--- config.mk ---
export PLATFORM = sky130hd
export DESIGN_NAME = obstacle_steer_ramp_fsm_unit
export DESIGN_NICKNAME = d
export VERILOG_FILES = /design/src/sv/osr_pkg.sv /design/src/sv/osr_classify.sv /design/src/sv/obstacle_steer_ramp_fsm_unit.sv
export SDC_FILE = /design/constraint.sdc
export NUM_CORES = 1
export LEC_CHECK = 0
export BUFFER_PORTS_ARGS = -buffer_cell sky130_fd_sc_hd__buf_2
export CORE_MARGIN = 2
export CORE_UTILIZATION = 55
export DETAILED_ROUTE_END_ITERATION = 12
export PLACE_DENSITY = 0.83
export SETUP_SLACK_MARGIN = 0.15
export SLEW_MARGIN = 15
export SYNTH_ARGS = -nofsm -noshare
export SYNTH_HDL_FRONTEND = slang
export SYNTH_SLANG_ARGS = --single-unit
--- constraint.sdc ---
create_clock -name aclk -period 2.5 [get_ports aclk]
set_clock_uncertainty 0.05 [all_clocks]
set_input_delay 0.125 -clock aclk [delete_from_list [all_inputs] [get_ports aclk]]
set_output_delay 0.125 -clock aclk [all_outputs]
set_load 0.01 [all_outputs]
--- src/sv/osr_pkg.sv ---
// ----------------------------------------------------------------------------
// osr_pkg
// Shared types and constants for the obstacle steering ramp block.
// ----------------------------------------------------------------------------
package osr_pkg;

    // field widths
    localparam int unsigned RANGE_W = 13;
    localparam int unsigned STEP_W  = 6;
    localparam int unsigned CEIL_W  = 8;
    localparam int unsigned STEER_W = 10;
    localparam int unsigned TIER_W  = 2;
    localparam int unsigned MODE_W  = 2;
    localparam int unsigned CFG_IDX_W = 3;

    // configuration register indexes
    localparam logic [CFG_IDX_W-1:0] REG_MIN_VALID = 3'd0;
    localparam logic [CFG_IDX_W-1:0] REG_DANGER    = 3'd1;
    localparam logic [CFG_IDX_W-1:0] REG_CAREFUL   = 3'd2;
    localparam logic [CFG_IDX_W-1:0] REG_WARNING   = 3'd3;
    localparam logic [CFG_IDX_W-1:0] REG_UP_STEP   = 3'd4;
    localparam logic [CFG_IDX_W-1:0] REG_DOWN_STEP = 3'd5;
    localparam logic [CFG_IDX_W-1:0] REG_CEILING   = 3'd6;

    // reset values (tenths of cm; steering units)
    localparam logic [RANGE_W-1:0] MIN_VALID_RST = 13'd20;
    localparam logic [RANGE_W-1:0] DANGER_RST    = 13'd100;
    localparam logic [RANGE_W-1:0] CAREFUL_RST   = 13'd300;
    localparam logic [RANGE_W-1:0] WARNING_RST   = 13'd500;
    localparam logic [STEP_W-1:0]  UP_STEP_RST   = 6'd5;
    localparam logic [STEP_W-1:0]  DOWN_STEP_RST = 6'd10;
    localparam logic [CEIL_W-1:0]  CEILING_RST   = 8'd20;

    // hazard tiers
    localparam logic [TIER_W-1:0] TIER_NONE    = 2'd0;
    localparam logic [TIER_W-1:0] TIER_DANGER  = 2'd1;
    localparam logic [TIER_W-1:0] TIER_CAREFUL = 2'd2;
    localparam logic [TIER_W-1:0] TIER_WARNING = 2'd3;

    // avoidance modes
    localparam logic [MODE_W-1:0] MODE_IDLE     = 2'd0;
    localparam logic [MODE_W-1:0] MODE_TURNING  = 2'd1;
    localparam logic [MODE_W-1:0] MODE_END      = 2'd2;
    localparam logic [MODE_W-1:0] MODE_STOPPING = 2'd3;

    // distance thresholds handed to the classifier
    typedef struct packed {
        logic [RANGE_W-1:0] min_valid;
        logic [RANGE_W-1:0] danger;
        logic [RANGE_W-1:0] careful;
        logic [RANGE_W-1:0] warning;
    } thresh_t;

endpackage

--- src/sv/osr_classify.sv ---
// ----------------------------------------------------------------------------
// osr_classify
// Sorts one range reading into a hazard tier against the four thresholds.
// ----------------------------------------------------------------------------
module osr_classify (
    input  osr_pkg::thresh_t                    thresh,
    input  logic [osr_pkg::RANGE_W-1:0]         range_reading,
    output logic [osr_pkg::TIER_W-1:0]          hazard_tier
);
    import osr_pkg::*;

    // first matching test wins, even with thresholds out of order
    always_comb begin
        if (range_reading < thresh.min_valid) begin
            hazard_tier = TIER_NONE;
        end else if (range_reading <= thresh.danger) begin
            hazard_tier = TIER_DANGER;
        end else if (range_reading <= thresh.careful) begin
            hazard_tier = TIER_CAREFUL;
        end else if (range_reading < thresh.warning) begin
            hazard_tier = TIER_WARNING;
        end else begin
            hazard_tier = TIER_NONE;
        end
    end

endmodule

--- src/sv/obstacle_steer_ramp_fsm_unit.sv ---
// ----------------------------------------------------------------------------
// obstacle_steer_ramp_fsm_unit
// Classifies each range reading into a hazard tier and steps a four-mode
// machine that ramps a signed steering target up, holds, and ramps it down.
// ----------------------------------------------------------------------------
//  channel  | direction | payload
//  ---------+-----------+------------------------------------------------
//  s_       | in        | s_range_reading[12:0]
//  m_       | out       | m_steer_target[9:0] signed, m_hazard_tier, m_avoid_mode
//  cfg_     | in        | cfg_index[2:0], cfg_data[12:0]
//
//  One item per cycle unless m_ stalls; each result shows in the next cycle.
//  Classification and the mode/target update are one combinational pass that
//  loads the result register; s_ready is high whenever that register is empty
//  or being drained, so a stall on m_ stalls s_ only when a result is held.
//  Reset restores the register defaults, mode idle and target zero.
//  cfg_ready is always high; writes to index 7 are ignored.
// ----------------------------------------------------------------------------
module obstacle_steer_ramp_fsm_unit (
    input  logic                                aclk,
    input  logic                                aresetn,
    // input items
    input  logic                                s_valid,
    output logic                                s_ready,
    input  logic [osr_pkg::RANGE_W-1:0]         s_range_reading,
    // result items
    output logic                                m_valid,
    input  logic                                m_ready,
    output logic signed [osr_pkg::STEER_W-1:0]  m_steer_target,
    output logic [osr_pkg::TIER_W-1:0]          m_hazard_tier,
    output logic [osr_pkg::MODE_W-1:0]          m_avoid_mode,
    // configuration writes
    input  logic                                cfg_valid,
    output logic                                cfg_ready,
    input  logic [osr_pkg::CFG_IDX_W-1:0]       cfg_index,
    input  logic [osr_pkg::RANGE_W-1:0]         cfg_data
);
    import osr_pkg::*;

    thresh_t                     thresh_reg;
    logic [STEP_W-1:0]           up_step_reg;
    logic [STEP_W-1:0]           down_step_reg;
    logic [CEIL_W-1:0]           ceiling_reg;

    logic [MODE_W-1:0]           mode_reg, mode_next;
    logic signed [STEER_W-1:0]   steer_reg, steer_next;

    logic                        m_valid_reg;
    logic signed [STEER_W-1:0]   m_steer_reg;
    logic [TIER_W-1:0]           m_tier_reg;
    logic [MODE_W-1:0]           m_mode_reg;

    logic [TIER_W-1:0]           tier;
    logic                        s_accept;
    logic                        hazard;
    logic                        at_ceiling;
    logic                        at_floor;

    // handshakes
    assign cfg_ready = 1'b1;
    assign s_ready   = !m_valid_reg || m_ready;
    assign s_accept  = s_valid && s_ready;

    // configuration registers
    always_ff @(posedge aclk) begin
        if (!aresetn) begin
            thresh_reg.min_valid <= MIN_VALID_RST;
            thresh_reg.danger    <= DANGER_RST;
            thresh_reg.careful   <= CAREFUL_RST;
            thresh_reg.warning   <= WARNING_RST;
            up_step_reg          <= UP_STEP_RST;
            down_step_reg        <= DOWN_STEP_RST;
            ceiling_reg          <= CEILING_RST;
        end else if (cfg_valid) begin
            case (cfg_index)
                REG_MIN_VALID: thresh_reg.min_valid <= cfg_data;
                REG_DANGER:    thresh_reg.danger    <= cfg_data;
                REG_CAREFUL:   thresh_reg.careful   <= cfg_data;
                REG_WARNING:   thresh_reg.warning   <= cfg_data;
                REG_UP_STEP:   up_step_reg          <= cfg_data[STEP_W-1:0];
                REG_DOWN_STEP: down_step_reg        <= cfg_data[STEP_W-1:0];
                REG_CEILING:   ceiling_reg          <= cfg_data[CEIL_W-1:0];
                default: ;
            endcase
        end
    end

    // tier of the incoming reading
    osr_classify u_classify (
        .thresh        (thresh_reg),
        .range_reading (s_range_reading),
        .hazard_tier   (tier)
    );

    assign hazard     = (tier != TIER_NONE);
    assign at_ceiling = (steer_reg >= $signed({2'b00, ceiling_reg}));
    assign at_floor   = (steer_reg <= $signed({STEER_W{1'b0}}));

    // mode and target update
    always_comb begin
        mode_next  = mode_reg;
        steer_next = steer_reg;
        case (mode_reg)
            MODE_IDLE: begin
                if (hazard) begin
                    steer_next = '0;
                    mode_next  = MODE_TURNING;
                end
            end
            MODE_TURNING: begin
                if (!hazard || at_ceiling) begin
                    mode_next = MODE_END;
                end else begin
                    steer_next = steer_reg + $signed({4'b0000, up_step_reg});
                end
            end
            MODE_END: begin
                mode_next = MODE_STOPPING;
            end
            MODE_STOPPING: begin
                if (!hazard || at_floor) begin
                    steer_next = '0;
                    mode_next  = MODE_IDLE;
                end else begin
                    steer_next = steer_reg - $signed({4'b0000, down_step_reg});
                end
            end
            default: begin
                mode_next = MODE_IDLE;
            end
        endcase
    end

    // state registers
    always_ff @(posedge aclk) begin
        if (!aresetn) begin
            mode_reg  <= MODE_IDLE;
            steer_reg <= '0;
        end else if (s_accept) begin
            mode_reg  <= mode_next;
            steer_reg <= steer_next;
        end
    end

    // result register
    always_ff @(posedge aclk) begin
        if (!aresetn) begin
            m_valid_reg <= 1'b0;
        end else if (s_ready) begin
            m_valid_reg <= s_valid;
        end
    end

    always_ff @(posedge aclk) begin
        if (s_accept) begin
            m_steer_reg <= steer_next;
            m_tier_reg  <= tier;
            m_mode_reg  <= mode_next;
        end
    end

    assign m_valid        = m_valid_reg;
    assign m_steer_target = m_steer_reg;
    assign m_hazard_tier  = m_tier_reg;
    assign m_avoid_mode   = m_mode_reg;

endmodule
==> summary.md <==
| Metric | Value |
|---|---|
| Outcome | finished, violations left |
| Failing checks | negative setup slack |
| Initial antenna violation count | 0 |
| Crit-path max FO | 6 |
| CP Launch Type | flip-flop |
| CTS sink cnt | 99 |
| Critical Path Source | thresh_reg[32] |
| Core Util, Final | 70.83% |
| Largest register FFs | 52 |
| WP data arrival | 2.67 ns |
| Vias per cell | 6.136 |
| Total gr overflow | 0 |
| Cell taking the most area after synthesis | dfxtp_1 |
| Fin cells | 963 |
| Adder-cell share of the synthesized area | 15.23% |
| Area contributors post-synth | dfxtp_1 28%, ha_1 15%, nand2_1 10% |
| Syn-to-layout area delta | 26.60% |
| Placed insts | 914 |
| Maxcap violations | 0 |
| Drt first pass iters | 7 |
| TNS Setup | -0.7005 ns |
| HPWL after DPL | 11.71 mm |
| Synth Flop Type | dfxtp_1 |
| Met3 usage | 6.209% |
| #FFs+latches synth | 99 |
| Static Leakage | 3.023 nW |
| DIE WIDTH | 108.6 um |
| Rows | 38 |
| Fmax | 385.7 MHz |
| Reg-to-Reg Start | thresh_reg[32] |
| Fillers | 742 |
| Tmin final | 2.593 ns |
| Data required time at the worst endpoint | 2.58 ns |
| WHS Endpoint | m_valid |
| Largest net degree at the start of global routing | 42 |
| Comb power frac | 22.0% |
| PwrDens | 464.7 nW/um^2 |
| Root Driver | clkbuf_8 |
| Post-Syn Instances | 727 |
| CP Class | flip-flop to flip-flop |
| WL per Instance | 18.71 um |
| Dpl ws | -0.07436 ns |
| H-tree depth | 3 |
| Seq/Total Area, Yosys | 35.30% |
| Post-synthesis mux area share | 0.1665% |
| Antenna diodes | 0 |
| Largest family of logic cells by synthesized area | compound AO/OA/AOI/OAI gates |
| YS warnings | 0 |
| Core box area | 10750 sq um |
| Hold WS | 0.007220 ns |
| Initial DRC count | 511 |
| R2R depth | 11 |
| Worst hold path class | input pin to flip-flop |
| Final setup margin | -0.09264 ns |
| Die area | 11780 sq um |
| Global-route wire length before repair | 27.30 mm |
| Clk slew on worst S/H paths | 0.11 ns |
| GR peak layer | met2 |
| DRT antenna net count | 0 |
| Vias | 5909 |
| Simple-gate share of the synthesized area | 18.48% |
| Finished Cell Area | 7611 sq um |
| Compound-Gate Fraction of Synth Area | 23.64% |
| Slew Limit Fails | 0 |
| Post-synth cell types | 61 |
| Reg power frac | 48.2% |
| Finish-stage setup viols | 15 |
| IO Count | 51 |
| Initial Util | 55.95% |
| Internal power | 2.472 mW |
| Area of placed instances | 6515 sq um |
| Switching portion of total power | 30.09% |
| Met2 usage | 49.87% |
| Clock buffer depth | 2 |
| Psw | 1.064 mW |
| Vias in the first global route | 5659 |
| Slew of the pin with the lowest slew margin | 0.8259 ns |
| DRC viols | 0 |
| Critical path endpoint category | flip-flop |
| Worst slew margin | 44.94% |
| EDFF count, synth | 14 |
| Asr flop ratio synth | 0% |
| R2R setup slack | -0.09 ns |
| Syn_nets | 833 |
| RePlAce Congestion | 0.9632 |
| Synth Cell Area | 6012 sq um |
| Port buffer count | 49 |
| Worst hold start | m_ready |
| All-Layer GR Usage | 30.07% |
| Fin nets | 924 |
| PnR Total Power | 3.537 mW |
| Layout cells sized above 1 | 27.46% |
| Clk pwr share | 29.8% |
| Syn avg cell area | 8.270 sq um |
| Die Ht | 108.6 um |
| Final hold viol count | 0 |
| Clock Latency Late Sink | 0.39 ns |
| Post-synthesis xor/xnor area fraction | 1.020% |
| TritonCTS Buffers | 9 |
| RSZ-0062 raised after global routing | true |
| CTS tree | done |
| Worst vdd ir | 0.3811 mV |
| Period utilization | 103.7% |
| Met1 track utilization from global routing | 36.46% |
| Reg-to-reg endpoint | m_steer_target[8] |
| Routed WL | 18.02 mm |
| Top cell type's share of synthesized area | 28.30% |
| Worst hold path depth | 3 |
## cell usage in the layout, fill, tap and decap left out, types with 9 or more instances in the layout
cell type      Yosys  layout
ha_4               0      25
ha_1              70      45
buf_2              2      49
nor2_1            18      18
clkbuf_8           0       9
nand2_1          165     162
dlygate4sd3_1      0       9
a21oi_2            1      10
buf_4              1      36
o211ai_1          23      23
o21ai_0           27      15
nand3_1           17      16
inv_1             71      61
dfxtp_1           85      57
dfxtp_2            0      28
o21ai_1            5      12
nor3_1             9       9
a21oi_1           29      18
inv_2              0      10
edfxtp_1          14      14
a21boi_0          54      54
## power by group through the flow
stage,Sequential [mW],Combinational (mW),Clock [mW]
after global routing,1.71,0.839,1.11
after detailed placement,1.73,0.549,0
after floorplan,1.73,0.341,0
after global placement,1.73,0.525,0
final,1.70,0.780,1.05
after CTS,1.70,0.674,1.04
## cell usage after synthesis, types with 6 or more instances
library cell / count
nand2_1: 165
clkbuf_1: 19
o32ai_1: 6
o21ai_0: 27
ha_1: 70
nor2_1: 18
nor3_1: 9
a21boi_0: 54
a21oi_1: 29
o211ai_1: 23
dfxtp_1: 85
nand2b_1: 9
nand4_1: 7
a31oi_1: 8
nand3_1: 17
nor2b_1: 9
a21o_1: 7
edfxtp_1: 14
a211oi_1: 6
and3_1: 7
inv_1: 71
## logic make-up (layout without fill, tap and decap cells)
| family | count (synthesis) | in the layout |
|---|---|---|
| flops | 99 | 99 |
| other cells | 1 | 1 |
| mux | 1 | 1 |
| compound gates | 199 | 199 |
| buf+inv | 94 | 190 |
| fa+ha+maj | 72 | 72 |
| simple gates | 254 | 254 |
| xor+xnor | 7 | 7 |
## layout make-up
type | instances | area (sq um) | share of cell area [%]
timing repair buffer | 103 | 732.0 | 9.617
tap | 140 | 175.2 | 2.301
clock buffer | 9 | 123.9 | 1.627
multi-input combinational | 534 | 4090 | 53.74
sequential | 99 | 2157 | 28.34
clock inverter | 7 | 66.31 | 0.8713
inverter | 71 | 266.5 | 3.502
## per-layer routing
metal	up-vias	part of all wire (%)
li1	2732	-
met1	2792	41
met2	329	49
met3	56	6.9
met4	0	3.6
met5	-	0
## critical path, stage by stage, from the launching register on
cell	delay [ns]
dfxtp_2	0.36
inv_2	0.06
ha_4	0.27
nand4_1	0.18
a311o_1	0.41
a31oi_4	0.19
a31oi_4	0.17
buf_6	0.17
buf_16	0.13
buf_6	0.12
a21oi_4	0.14
nand2_1	0.07
## worst max path at each step
stage	cells after the start	slack (ns)	end
after global routing	11	-0.19	mode_reg[1]
final	11	-0.09	m_steer_target[8]
after CTS	11	-0.009	mode_reg[1]
after detailed placement	11	-0.07	m_steer_target[6]
after floorplan	12	0.17	m_steer_target[8]
after global placement	10	0.01	steer_reg[0]
## repair_timing
action | in CTS | in global routing
hold endpoints to repair | 25 | 0
cloned | 1 | 0
endpoints found under the setup margin | 24 | 24
pin swaps | 29 | 32
resized for setup | 72 | 60
hold buffers | 9 | 0
buffers inserted | 16 | 7
(Power assumes the default switching activity.)
